--- src/design/cst_pkg.sv ---
// ---------------------------------------------------------------------------
// C source tokenizer package
// Shared types, constants and operator tables for the tokenizer core.
// ---------------------------------------------------------------------------
package cst_pkg;

   localparam int OffsetBits = 32;
   localparam int LengthBits = 16;
   localparam int DataBits   = 128;
   localparam int FifoDepth  = 4;
   localparam int PtrBits    = $clog2(FifoDepth);
   localparam int CountBits  = $clog2(FifoDepth + 1);

   // Lexer modes.
   typedef enum logic [3:0] {
      MODE_IDLE   = 4'd0,
      MODE_SLASH  = 4'd1,
      MODE_LINE   = 4'd2,
      MODE_BLOCK  = 4'd3,
      MODE_BSTAR  = 4'd4,
      MODE_OPER   = 4'd5,
      MODE_IDENT  = 4'd6,
      MODE_ZERO   = 4'd7,
      MODE_NUMBER = 4'd8,
      MODE_CHAR   = 4'd9,
      MODE_STRING = 4'd10
   } mode_type;

   typedef enum logic [1:0] {
      BASE_DEC = 2'd0,
      BASE_BIN = 2'd1,
      BASE_OCT = 2'd2,
      BASE_HEX = 2'd3
   } base_type;

   // Token kinds.
   localparam logic [2:0] KIND_END    = 3'd0;
   localparam logic [2:0] KIND_OTHER  = 3'd1;
   localparam logic [2:0] KIND_OPER   = 3'd2;
   localparam logic [2:0] KIND_IDENT  = 3'd3;
   localparam logic [2:0] KIND_INT    = 3'd4;
   localparam logic [2:0] KIND_FLOAT  = 3'd5;
   localparam logic [2:0] KIND_STRING = 3'd6;

   // Operator codes that are needed by name.
   localparam logic [5:0] OP_SLASH = 6'd3;
   localparam logic [5:0] OP_NONE  = 6'd36;
   localparam logic [3:0] OP_CHAR_NONE = 4'd12;

   typedef struct packed {
      mode_type                mode;
      base_type                base;
      logic                    float_seen;
      logic [5:0]              pend_op;
      logic [63:0]             acc;
      logic                    ovf;
      logic [LengthBits-1:0]   count;
      logic [7:0]              first_char;
      logic [OffsetBits-1:0]   start;
   } lex_state_type;

   localparam lex_state_type LEX_RESET = '{
      mode: MODE_IDLE, base: BASE_DEC, float_seen: 1'b0, pend_op: '0, acc: '0,
      ovf: 1'b0, count: '0, first_char: '0, start: '0};

   typedef struct packed {
      logic [2:0]              kind;
      logic [OffsetBits-1:0]   start;
      logic [LengthBits-1:0]   length;
      logic [5:0]              op_code;
      logic [7:0]              other_char;
      logic [63:0]             value;
      logic                    error;
      logic                    last;
   } result_type;

   // Index of a single-character operator, or none.
   function automatic logic [3:0] op_index(input logic [7:0] c);
      logic [3:0] idx;
      unique case (c)
         "+": idx = 4'd0;
         "-": idx = 4'd1;
         "*": idx = 4'd2;
         "/": idx = 4'd3;
         "%": idx = 4'd4;
         "&": idx = 4'd5;
         "|": idx = 4'd6;
         "^": idx = 4'd7;
         "!": idx = 4'd8;
         "=": idx = 4'd9;
         "<": idx = 4'd10;
         ">": idx = 4'd11;
         default: idx = OP_CHAR_NONE;
      endcase
      return idx;
   endfunction

   // Operator code after extending operator p by byte c, or none.
   function automatic logic [5:0] op_extend(input logic [5:0] p, input logic [7:0] c);
      logic [5:0] e;
      e = OP_NONE;
      if (p < 6'd12) begin
         if (c == "=") begin
            e = p + 6'd12;
         end else if ({2'b00, op_index(c)} == p) begin
            unique case (p)
               6'd0:  e = 6'd24;
               6'd1:  e = 6'd25;
               6'd5:  e = 6'd26;
               6'd6:  e = 6'd27;
               6'd7:  e = 6'd28;
               6'd10: e = 6'd29;
               6'd11: e = 6'd30;
               default: e = OP_NONE;
            endcase
         end
      end else if (p >= 6'd26 && p <= 6'd30 && c == "=") begin
         e = p + 6'd5;
      end
      return e;
   endfunction

endpackage

--- src/design/c_source_tokenizer_core.sv ---
// ---------------------------------------------------------------------------
// C source tokenizer core
// Splits a C source byte stream into tokens, one result item per token.
// ---------------------------------------------------------------------------
// Usage:
//   The req_ channel carries one source byte per item in req_tdata; req_tlast
//   marks the end of the stream and its data byte is ignored. The rsp_ channel
//   returns one item per token: the token kind in rsp_tuser, the remaining
//   fields in rsp_tdata, and rsp_tlast on the final item caused by an input.
//   An input causes no, one or two result items; end of stream flushes any
//   pending token and then returns an end token, after which offsets restart
//   at zero.
//   Each accepted byte is lexed in the cycle it is accepted; its results are
//   written into a four-entry result queue and are offered on rsp_ from the
//   next cycle. One byte is accepted per clock while the queue has room for
//   two items; a byte that yields two tokens returns them one after the other
//   on the single output port, which sets the sustained rate.
//   When the receiver stalls, the queue fills and req_tready drops once fewer
//   than two entries are free; nothing is lost.
//   Synchronous reset empties the queue and returns the lexer to idle at
//   offset zero.
// ---------------------------------------------------------------------------
module c_source_tokenizer_core (
   input  logic                           clock,
   input  logic                           reset,
   input  logic                           req_tvalid,
   output logic                           req_tready,
   input  logic [7:0]                     req_tdata,   // [7:0] in_byte
   input  logic                           req_tlast,   // end_of_input
   output logic                           rsp_tvalid,
   input  logic                           rsp_tready,
   output logic [cst_pkg::DataBits-1:0]   rsp_tdata,   // token_start, token_length,
                                                       // operator_code, other_char,
                                                       // integer_value, lex_error, pad
   output logic [2:0]                     rsp_tuser,   // token_kind
   output logic                           rsp_tlast    // last_of_run
);

   cst_pkg::lex_state_type               state_ff;
   cst_pkg::lex_state_type               state_in;
   logic [cst_pkg::OffsetBits-1:0]       pos_ff;
   logic [cst_pkg::OffsetBits-1:0]       pos_in;
   cst_pkg::result_type                  mem_ff [cst_pkg::FifoDepth];
   logic [cst_pkg::PtrBits-1:0]          wr_ptr_ff;
   logic [cst_pkg::PtrBits-1:0]          rd_ptr_ff;
   logic [cst_pkg::CountBits-1:0]        count_ff;
   logic [cst_pkg::CountBits-1:0]        count_in;
   logic [1:0]                           res_count;
   cst_pkg::result_type                  res_a;
   cst_pkg::result_type                  res_b;
   cst_pkg::result_type                  head;
   logic                                 accept;
   logic                                 pop;
   logic [1:0]                           push_count;

   cst_step u_step (
      .state        (state_ff),
      .pos          (pos_ff),
      .in_byte      (req_tdata),
      .end_of_input (req_tlast),
      .next_state   (state_in),
      .res_count    (res_count),
      .res_a        (res_a),
      .res_b        (res_b)
   );

   // Handshakes: take a byte while two queue entries are free.
   assign req_tready = count_ff <= cst_pkg::CountBits'(cst_pkg::FifoDepth - 2);
   assign accept     = req_tvalid && req_tready;
   assign rsp_tvalid = count_ff != '0;
   assign pop        = rsp_tvalid && rsp_tready;
   assign push_count = accept ? res_count : 2'd0;
   assign pos_in     = req_tlast ? '0 : pos_ff + 1'b1;
   assign count_in   = count_ff + cst_pkg::CountBits'(push_count)
                       - cst_pkg::CountBits'(pop);

   // Lexer state and byte offset.
   always_ff @(posedge clock) begin
      if (reset) begin
         state_ff <= cst_pkg::LEX_RESET;
         pos_ff   <= '0;
      end else if (accept) begin
         state_ff <= state_in;
         pos_ff   <= pos_in;
      end
   end

   // Result queue control.
   always_ff @(posedge clock) begin
      if (reset) begin
         wr_ptr_ff <= '0;
         rd_ptr_ff <= '0;
         count_ff  <= '0;
      end else begin
         wr_ptr_ff <= wr_ptr_ff + cst_pkg::PtrBits'(push_count);
         rd_ptr_ff <= rd_ptr_ff + cst_pkg::PtrBits'(pop);
         count_ff  <= count_in;
      end
   end

   // Result queue storage.
   always_ff @(posedge clock) begin
      if (push_count != 2'd0) begin
         mem_ff[wr_ptr_ff] <= res_a;
      end
      if (push_count == 2'd2) begin
         mem_ff[wr_ptr_ff + cst_pkg::PtrBits'(1)] <= res_b;
      end
   end

   // Head of the queue drives the result port.
   assign head      = mem_ff[rd_ptr_ff];
   assign rsp_tuser = head.kind;
   assign rsp_tlast = head.last;
   assign rsp_tdata = {1'b0, head.error, head.value, head.other_char, head.op_code,
                       head.length, head.start};

   // The queue never holds more items than it has entries.
   assert property (@(posedge clock) disable iff (reset)
      count_ff <= cst_pkg::CountBits'(cst_pkg::FifoDepth))
      else $error("result queue overfilled");

   // End of stream always yields at least the end token.
   assert property (@(posedge clock) disable iff (reset)
      (accept && req_tlast) |-> (res_count != 2'd0))
      else $error("end of stream gave no result");

   // End of stream restarts offsets and the lexer.
   assert property (@(posedge clock) disable iff (reset)
      (accept && req_tlast) |=> (pos_ff == '0 && state_ff.mode == cst_pkg::MODE_IDLE))
      else $error("end of stream did not restart the lexer");

   // A source byte advances the offset by one.
   assert property (@(posedge clock) disable iff (reset)
      (accept && !req_tlast) |=> (pos_ff == $past(pos_ff) + 1'b1))
      else $error("byte offset did not advance");

endmodule

--- src/design/cst_step.sv ---
// ---------------------------------------------------------------------------
// Tokenizer step
// Combinational next-state and result logic for one source byte.
// ---------------------------------------------------------------------------
module cst_step (
   input  cst_pkg::lex_state_type          state,
   input  logic [cst_pkg::OffsetBits-1:0]  pos,
   input  logic [7:0]                      in_byte,
   input  logic                            end_of_input,
   output cst_pkg::lex_state_type          next_state,
   output logic [1:0]                      res_count,
   output cst_pkg::result_type             res_a,
   output cst_pkg::result_type             res_b
);

   function automatic logic is_space(input logic [7:0] c);
      return (c == " ") || (c >= 8'd9 && c <= 8'd13);
   endfunction

   function automatic logic is_alpha(input logic [7:0] c);
      return (c >= "a" && c <= "z") || (c >= "A" && c <= "Z") || (c == "_");
   endfunction

   function automatic logic is_digit(input logic [7:0] c);
      return c >= "0" && c <= "9";
   endfunction

   function automatic logic [4:0] digit_value(input logic [7:0] c);
      logic [4:0] d;
      d = 5'd16;
      if (c >= "0" && c <= "9") d = 5'(c - "0");
      else if (c >= "a" && c <= "f") d = 5'(c - "a") + 5'd10;
      else if (c >= "A" && c <= "F") d = 5'(c - "A") + 5'd10;
      return d;
   endfunction

   function automatic logic [cst_pkg::LengthBits-1:0] count_up(
      input logic [cst_pkg::LengthBits-1:0] n);
      return (&n) ? n : n + 1'b1;
   endfunction

   // Whether a mode holds a token that is emitted on flush.
   function automatic logic has_token(input cst_pkg::mode_type m);
      return m == cst_pkg::MODE_SLASH || m == cst_pkg::MODE_OPER ||
             m == cst_pkg::MODE_IDENT || m == cst_pkg::MODE_ZERO ||
             m == cst_pkg::MODE_NUMBER || m == cst_pkg::MODE_CHAR ||
             m == cst_pkg::MODE_STRING;
   endfunction

   // Result item for the token pending in a state.
   function automatic cst_pkg::result_type flush_res(input cst_pkg::lex_state_type s);
      cst_pkg::result_type r;
      r = '0;
      r.start  = s.start;
      r.length = s.count;
      unique case (s.mode)
         cst_pkg::MODE_SLASH: begin
            r.kind    = cst_pkg::KIND_OPER;
            r.length  = cst_pkg::LengthBits'(1);
            r.op_code = cst_pkg::OP_SLASH;
         end
         cst_pkg::MODE_OPER: begin
            r.kind    = cst_pkg::KIND_OPER;
            r.op_code = s.pend_op;
         end
         cst_pkg::MODE_IDENT: r.kind = cst_pkg::KIND_IDENT;
         cst_pkg::MODE_ZERO: begin
            r.kind   = cst_pkg::KIND_INT;
            r.length = cst_pkg::LengthBits'(1);
         end
         cst_pkg::MODE_NUMBER: begin
            if (s.float_seen) begin
               r.kind = cst_pkg::KIND_FLOAT;
            end else begin
               r.kind  = cst_pkg::KIND_INT;
               r.value = s.acc;
               r.error = (s.count == '0) || s.ovf;
            end
         end
         cst_pkg::MODE_CHAR: begin
            r.kind  = cst_pkg::KIND_INT;
            r.value = {56'd0, s.first_char};
            r.error = s.count != cst_pkg::LengthBits'(1);
         end
         cst_pkg::MODE_STRING: r.kind = cst_pkg::KIND_STRING;
         default: r = '0;
      endcase
      return r;
   endfunction

   cst_pkg::lex_state_type eff;
   cst_pkg::lex_state_type idle_base;
   cst_pkg::result_type    flushed;
   cst_pkg::result_type    other_res;
   cst_pkg::result_type    end_res;
   logic                   do_flush;
   logic                   do_idle;
   logic                   is_other;
   logic [5:0]             ext_op;
   logic [4:0]             dig;
   logic [4:0]             radix;
   logic [67:0]            prod;
   logic [67:0]            sum;

   // Fold the look-ahead modes into the mode that handles this byte.
   always_comb begin
      eff = state;
      if (state.mode == cst_pkg::MODE_SLASH && in_byte != "/" && in_byte != "*") begin
         eff.mode    = cst_pkg::MODE_OPER;
         eff.pend_op = cst_pkg::OP_SLASH;
         eff.count   = cst_pkg::LengthBits'(1);
      end else if (state.mode == cst_pkg::MODE_ZERO && in_byte != "b" && in_byte != "B" &&
                   in_byte != "x" && in_byte != "X" && in_byte != ".") begin
         eff.mode       = cst_pkg::MODE_NUMBER;
         eff.base       = cst_pkg::BASE_OCT;
         eff.count      = cst_pkg::LengthBits'(1);
         eff.acc        = '0;
         eff.ovf        = 1'b0;
         eff.float_seen = 1'b0;
      end else if (state.mode > cst_pkg::MODE_STRING) begin
         eff.mode = cst_pkg::MODE_IDLE;
      end
   end

   // Digit accumulation: value times radix plus digit, with a carry-out check.
   always_comb begin
      dig = digit_value(in_byte);
      unique case (eff.base)
         cst_pkg::BASE_BIN: begin
            radix = 5'd2;
            prod  = {4'd0, eff.acc} << 1;
         end
         cst_pkg::BASE_OCT: begin
            radix = 5'd8;
            prod  = {4'd0, eff.acc} << 3;
         end
         cst_pkg::BASE_HEX: begin
            radix = 5'd16;
            prod  = {4'd0, eff.acc} << 4;
         end
         default: begin
            radix = 5'd10;
            prod  = ({4'd0, eff.acc} << 3) + ({4'd0, eff.acc} << 1);
         end
      endcase
      sum    = prod + {63'd0, dig};
      ext_op = cst_pkg::op_extend(eff.pend_op, in_byte);
   end

   // Continue the pending token, or end it and start over from idle.
   always_comb begin
      next_state = eff;
      do_flush   = 1'b0;
      do_idle    = 1'b0;
      unique case (eff.mode)
         cst_pkg::MODE_SLASH: begin
            next_state.mode = (in_byte == "/") ? cst_pkg::MODE_LINE : cst_pkg::MODE_BLOCK;
         end
         cst_pkg::MODE_LINE: begin
            if (in_byte == 8'h0A) next_state.mode = cst_pkg::MODE_IDLE;
         end
         cst_pkg::MODE_BLOCK: begin
            if (in_byte == "*") next_state.mode = cst_pkg::MODE_BSTAR;
         end
         cst_pkg::MODE_BSTAR: begin
            if (in_byte == "/") next_state.mode = cst_pkg::MODE_IDLE;
            else if (in_byte != "*") next_state.mode = cst_pkg::MODE_BLOCK;
         end
         cst_pkg::MODE_OPER: begin
            if (ext_op != cst_pkg::OP_NONE) begin
               next_state.pend_op = ext_op;
               next_state.count   = count_up(eff.count);
            end else begin
               do_flush = 1'b1;
            end
         end
         cst_pkg::MODE_IDENT: begin
            if (is_alpha(in_byte) || is_digit(in_byte)) begin
               next_state.count = count_up(eff.count);
            end else begin
               do_flush = 1'b1;
            end
         end
         cst_pkg::MODE_ZERO: begin
            next_state.mode       = cst_pkg::MODE_NUMBER;
            next_state.acc        = '0;
            next_state.ovf        = 1'b0;
            if (in_byte == ".") begin
               next_state.base       = cst_pkg::BASE_DEC;
               next_state.count      = cst_pkg::LengthBits'(2);
               next_state.float_seen = 1'b1;
            end else begin
               next_state.base  = (in_byte == "b" || in_byte == "B") ?
                                  cst_pkg::BASE_BIN : cst_pkg::BASE_HEX;
               next_state.start = pos + 1'b1;
               next_state.count = '0;
               next_state.float_seen = 1'b0;
            end
         end
         cst_pkg::MODE_NUMBER: begin
            if (dig < radix) begin
               next_state.count = count_up(eff.count);
               if (!eff.float_seen) begin
                  next_state.acc = sum[63:0];
                  next_state.ovf = eff.ovf | (|sum[67:64]);
               end
            end else if (eff.base == cst_pkg::BASE_DEC && !eff.float_seen &&
                         in_byte == ".") begin
               next_state.float_seen = 1'b1;
               next_state.count      = count_up(eff.count);
            end else begin
               do_flush = 1'b1;
            end
         end
         cst_pkg::MODE_CHAR: begin
            if (in_byte == "'") begin
               do_flush        = 1'b1;
               next_state.mode = cst_pkg::MODE_IDLE;
            end else begin
               if (eff.count == '0) next_state.first_char = in_byte;
               next_state.count = count_up(eff.count);
            end
         end
         cst_pkg::MODE_STRING: begin
            if (in_byte == 8'h22) begin
               do_flush        = 1'b1;
               next_state.mode = cst_pkg::MODE_IDLE;
            end else begin
               next_state.count = count_up(eff.count);
            end
         end
         default: do_idle = 1'b1;
      endcase
      if (do_flush && eff.mode != cst_pkg::MODE_CHAR && eff.mode != cst_pkg::MODE_STRING) begin
         do_idle = 1'b1;
      end

      // Idle handling: the byte starts a new token, is skipped or is an other token.
      idle_base      = eff;
      idle_base.mode = cst_pkg::MODE_IDLE;
      is_other       = 1'b0;
      if (do_idle) begin
         next_state = idle_base;
         if (in_byte == "/") begin
            next_state.start = pos;
            next_state.mode  = cst_pkg::MODE_SLASH;
         end else if (cst_pkg::op_index(in_byte) != cst_pkg::OP_CHAR_NONE) begin
            next_state.start   = pos;
            next_state.count   = cst_pkg::LengthBits'(1);
            next_state.pend_op = {2'b00, cst_pkg::op_index(in_byte)};
            next_state.mode    = cst_pkg::MODE_OPER;
         end else if (in_byte == "'") begin
            next_state.start      = pos + 1'b1;
            next_state.count      = '0;
            next_state.first_char = '0;
            next_state.mode       = cst_pkg::MODE_CHAR;
         end else if (in_byte == 8'h22) begin
            next_state.start = pos + 1'b1;
            next_state.count = '0;
            next_state.mode  = cst_pkg::MODE_STRING;
         end else if (in_byte == "0") begin
            next_state.start = pos;
            next_state.mode  = cst_pkg::MODE_ZERO;
         end else if (is_space(in_byte)) begin
            next_state.mode = cst_pkg::MODE_IDLE;
         end else if (is_alpha(in_byte)) begin
            next_state.start = pos;
            next_state.count = cst_pkg::LengthBits'(1);
            next_state.mode  = cst_pkg::MODE_IDENT;
         end else if (is_digit(in_byte)) begin
            next_state.base       = cst_pkg::BASE_DEC;
            next_state.start      = pos;
            next_state.count      = cst_pkg::LengthBits'(1);
            next_state.acc        = {60'd0, in_byte[3:0]};
            next_state.ovf        = 1'b0;
            next_state.float_seen = 1'b0;
            next_state.mode       = cst_pkg::MODE_NUMBER;
         end else begin
            is_other = 1'b1;
         end
      end

      if (end_of_input) begin
         next_state = cst_pkg::LEX_RESET;
      end
   end

   // Assemble up to two result items, marking the final one.
   always_comb begin
      flushed = flush_res(end_of_input ? state : eff);

      other_res            = '0;
      other_res.kind       = cst_pkg::KIND_OTHER;
      other_res.start      = pos;
      other_res.length     = cst_pkg::LengthBits'(1);
      other_res.other_char = in_byte;

      end_res       = '0;
      end_res.kind  = cst_pkg::KIND_END;
      end_res.start = pos;
      end_res.last  = 1'b1;

      res_a     = '0;
      res_b     = '0;
      res_count = 2'd0;
      if (end_of_input) begin
         if (has_token(state.mode)) begin
            res_a     = flushed;
            res_b     = end_res;
            res_count = 2'd2;
         end else begin
            res_a     = end_res;
            res_count = 2'd1;
         end
      end else if (do_flush && is_other) begin
         res_a          = flushed;
         res_b          = other_res;
         res_b.last     = 1'b1;
         res_count      = 2'd2;
      end else if (do_flush) begin
         res_a      = flushed;
         res_a.last = 1'b1;
         res_count  = 2'd1;
      end else if (is_other) begin
         res_a      = other_res;
         res_a.last = 1'b1;
         res_count  = 2'd1;
      end
   end

endmodule
--- config.mk ---
export PLATFORM = sky130hd
export DESIGN_NAME = c_source_tokenizer_core
export DESIGN_NICKNAME = d
export VERILOG_FILES = /design/src/design/cst_pkg.sv /design/src/design/c_source_tokenizer_core.sv /design/src/design/cst_step.sv
export SDC_FILE = /design/constraint.sdc
export NUM_CORES = 2
export LEC_CHECK = 0
export BUFFER_PORTS_ARGS = -buffer_cell sky130_fd_sc_hd__buf_4
export CAP_MARGIN = 20
export CELL_PAD_IN_SITES_DETAIL_PLACEMENT = 1
export CELL_PAD_IN_SITES_GLOBAL_PLACEMENT = 2
export CORE_ASPECT_RATIO = 1.25
export CORE_MARGIN = 5
export CORE_UTILIZATION = 41
export CTS_BUF_LIST = sky130_fd_sc_hd__clkbuf_8
export DETAILED_ROUTE_END_ITERATION = 10
export MAX_ROUTING_LAYER = met4
export PLACE_DENSITY = 0.93
export SETUP_SLACK_MARGIN = 0.3
export SYNTH_ARGS = -nofsm -noshare
export SYNTH_HDL_FRONTEND = slang
export SYNTH_SLANG_ARGS = --single-unit
--- constraint.sdc ---
create_clock -name clock -period 11.1 [get_ports clock]
set_input_delay 2.22 -clock clock [delete_from_list [all_inputs] [get_ports clock]]
set_output_delay 2.22 -clock clock [all_outputs]
set_load 0.01 [all_outputs]
==> results.md <==
Detailed routing:
- In this run the remaining antenna-violating nets after routing total 0.
- In the routed design, unresolved DRC markers number 0.
- After the first detailed-routing iteration, the DRC count stood at 2876.
- The total via count after detailed routing is 37500.
- In the final routed layout, each cell accounts on average for 27.8 um.
- The first detailed-routing pass took 6 iterations.
- The detailed-route wire length is 161 mm.
- The via density per instance is 6.48.

Placement:
- The estimated wirelength of the detail-placed design is 113 mm.
- The port buffer count is 145.
- The number of placed instances, taps included, is 5576.
- The placer congestion estimate is 0.973.
- The worst slack after detailed placement is 1.68 ns.

Yosys:
- The async set-or-reset flop fraction in the synthesized netlist is 0.
- In the synthesized netlist, the number of instances is 4464.
- The most instantiated flip-flop cell in the synthesis netlist is dfxtp_1.
- After synthesis the cells add up to 0.0409 mm^2.
- The number of unique standard cell types used by synthesis is 114.
- The number of enable flip-flop cells after synthesis is 172.
- The flop and latch count out of synthesis is 697.
- The number of nets produced by synthesis is 4572.
- The number of synthesis warnings is 0.
- The post-synthesis sequential area ratio is 0.383.
- The average instance in the mapped netlist occupies 9.16 um^2.

Clock tree:
- After clock tree synthesis, the setup repair step added 0 buffers.
- The number of instances resized during post-cts repair is 0.
- TritonCTS built the clock tree.
- The maximum root-to-sink buffer count is 3.
- The clock tree root buffer cell is clkbuf_8.
- The H-tree generated during clock tree synthesis spans 3 levels.
- Counting the buffers created by CTS gives 111.
- Clock-pin slew was measured on the worst setup and hold paths at 0.06 ns.
- The post-cts hold buffer count is 0.
- For the worst-skew pair, the clock arrives at the later sink with an insertion delay of 0.80 ns.
- The tree built by TritonCTS fans out to 697 sinks.

Die:
- The floorplan has 129 rows.
- The area of the die is 0.106 mm^2.
- For this configuration, the core starts out at a cell density of 0.413.
- The area of the core is 0.0991 mm^2.
- In this run the vertical extent of the chip is 363 um.
- The chip width is 293 um.
- The count of boundary I/O pins is 147.

Global routing:
- The number of global-route vias before repair is 38300.
- The wire length of the first global-routing pass is 240 mm.
- The initial antenna violation count is 1.
- Entering global routing, the biggest net connects 89 pins.
- Across every metal layer, demand over resource in global routing totals 0.296.
- The aggregate global routing overflow is 0.

Timing:
- Of the available clock period, the critical path in the final layout requires 0.791.
- Setup violations remaining at the end of the flow were counted as 0.
- The tightest hold path in the finished design has a slack of 0.449 ns.
- The minimum clock period is 8.78 ns.
- In the final timing run, aggregate negative setup slack is 0 ns.
- The setup slack after layout is 2.32 ns.
- The count of final max-slew check failures is 0.
- At the pin with the least slew margin, the transition time is 1.15 ns.
- The final hold violation count is 0.
- The worst relative slew slack is 0.236.
- Between clock sinks in the finished design, the worst skew comes to 0.0805 ns.
- For this run, the top clock speed supported by timing is 114 MHz.
- Setup repair after global routing left no endpoint under its margin.

Layout:
- The final layout contains 4488 nets.
- The library cell used most frequently in the layout, excluding fill and tap cells, is dfxtp_1.
- Relative to the synthesized area, the layout overhead comes to 10.1%.
- Of the cells placed in the final design, the portion with a size suffix greater than 1 is 0.144.
- Counting the fill cells in the layout gives 11300.
- The footprint of the flip-flops and latches is 0.0157 mm^2.
- The non-filler instance count after layout is 5783.
- In the layout the commonest cells are dfxtp_1 (521), nand2_1 (423), a22o_1 (412).
- The area of the multi-input gates is 0.0234 mm^2.

Run:
- The number of max-cap violations is 0.

Power and ir drop:
- Of the total power, the share spent switching nets is 0.312.
- Of the total power, combinational logic draws 0.190.
- Dividing total power by cell area gives a power density of 140 mW/mm^2.
- Summed over all cells, the static leakage comes to 16.2 nW.
- The power share of the clock group is 0.369.
- Of the total power, registers draw 0.441.
- The total internal power is 4.34 mW.
- VDD sags by at most 139 uV.
- The switching component of the power is 1.96 mW.

Worst setup path:
- The type of origin of the critical path is a primary input.
- The kind of end point of the critical path is a flop.
- The required time of the critical path is 11.50 ns.
- The startpoint-to-endpoint class of the critical path is in2reg.
- Counting stages on the worst path, the most repeated cell is buf_4.
- The slowest stage of the critical path is the nor2_1 cell.
- Of all nets on the critical path, the largest fanout is 24.
- For the worst setup path, the data arrival time is 9.18 ns.
- The longest individual stage delay on the worst path is 0.60 ns.

Worst hold path:
- The worst min-delay path category is reg2reg.

Status:
- The run finished with clean final reports.
critical path: cells and delay by family:
family          cells  cell delay, ns
compound gates      5            1.03
fa+ha+maj           3            0.67
buf+inv             9            2.26
mux                 1            0.16
simple gates       12            2.77
registers in the layout (all words and copies together), names as in the netlist:
register,flops
rd_ptr_ff,2
wr_ptr_ff,2
mem_ff,524
pos_ff,32
state_ff,134
count_ff,3
synthesized netlist by cell type (all sizes together) (27+ instances only):
master  instances  share of area
a21o           42         0.0077
a21oi         260          0.032
a22o          412          0.088
a22oi          38         0.0070
a31oi          44         0.0067
and2           81          0.012
and3           42         0.0064
buf           136          0.018
clkbuf        288          0.026
dfxtp         525           0.26
edfxtp        172           0.13
ha             92          0.028
inv            54         0.0050
mux2i          56          0.014
mux4          133          0.073
nand2         428          0.040
nand2b         29         0.0045
nand3         159          0.019
nand4          69          0.011
nor2          347          0.032
nor2b          42         0.0064
nor3           67         0.0093
nor4           33         0.0064
o211ai         30         0.0055
o21a           27         0.0050
o21ai         350          0.044
or3            40         0.0062
xnor2          75          0.016
xor2           63          0.013
metrics by stage:
step | instance area (um^2) | utilization | total power [mW]
2_1_floorplan | 40900 | - | 3.54
3_3_place_gp | 42600 | 0.430 | 3.99
3_5_place_dp | 42600 | 0.430 | 4.02
4_1_cts | 45000 | 0.454 | 6.33
5_1_grt | 45000 | 0.454 | 6.53
6_report | 45000 | 0.454 | 6.30
kinds of logic after synthesis:
logic type,count (synthesis),synth area share
AO/OA/AOI/OAI,1444,0.249
XOR/XNOR,138,0.0297
adder cells (fa/ha/maj),95,0.0296
buffers and inverters,478,0.0489
flip-flops,697,0.383
multiplexers,198,0.0894
other,1,0.0000917
AND/OR/NAND/NOR,1413,0.170
final timing paths:
path / from / to / slack, ns / cells past startpoint
hold / removal: mem_ff[0][92] / mem_ff[0][92] / 0.45 / 2
setup / recovery: req_tdata[0] / mem_ff[1][73] / 2.32 / 30
setup reg to reg: state_ff[132] / state_ff[118] / 3.56 / 20
hold reg to reg: mem_ff[0][92] / mem_ff[0][92] / 0.45 / 2
metal layers:
metal	track usage	vias up	wire, um
met5	-	-	0
met4	0.162	0	10500
met3	0.0335	477	8140
met2	0.521	1466	81500
met1	0.327	18900	60600
li1	-	16600	-
layout make-up:
cell class                      count  share of cell area
Antenna cell                        2            0.000111
Clock buffer                      134              0.0410
Clock inverter                     70              0.0115
Inverter                           54             0.00450
Multi-Input combinational cell   3289               0.519
Sequential cell                   697               0.348
Tap cell                         1310              0.0364
Timing Repair Buffer              227              0.0388
power by group through the flow:
| stage | Combinational (mW) | Clock [mW] | Sequential, mW |
|---|---|---|---|
| floorplan | 0.779 | 0 | 2.77 |
| finish | 1.20 | 2.33 | 2.78 |
| CTS | 1.20 | 2.35 | 2.78 |
| global placement | 1.17 | 0 | 2.82 |
| detailed placement | 1.19 | 0 | 2.83 |
| global route | 1.27 | 2.48 | 2.78 |
Note: power is estimated with default switching activity, not from simulation.
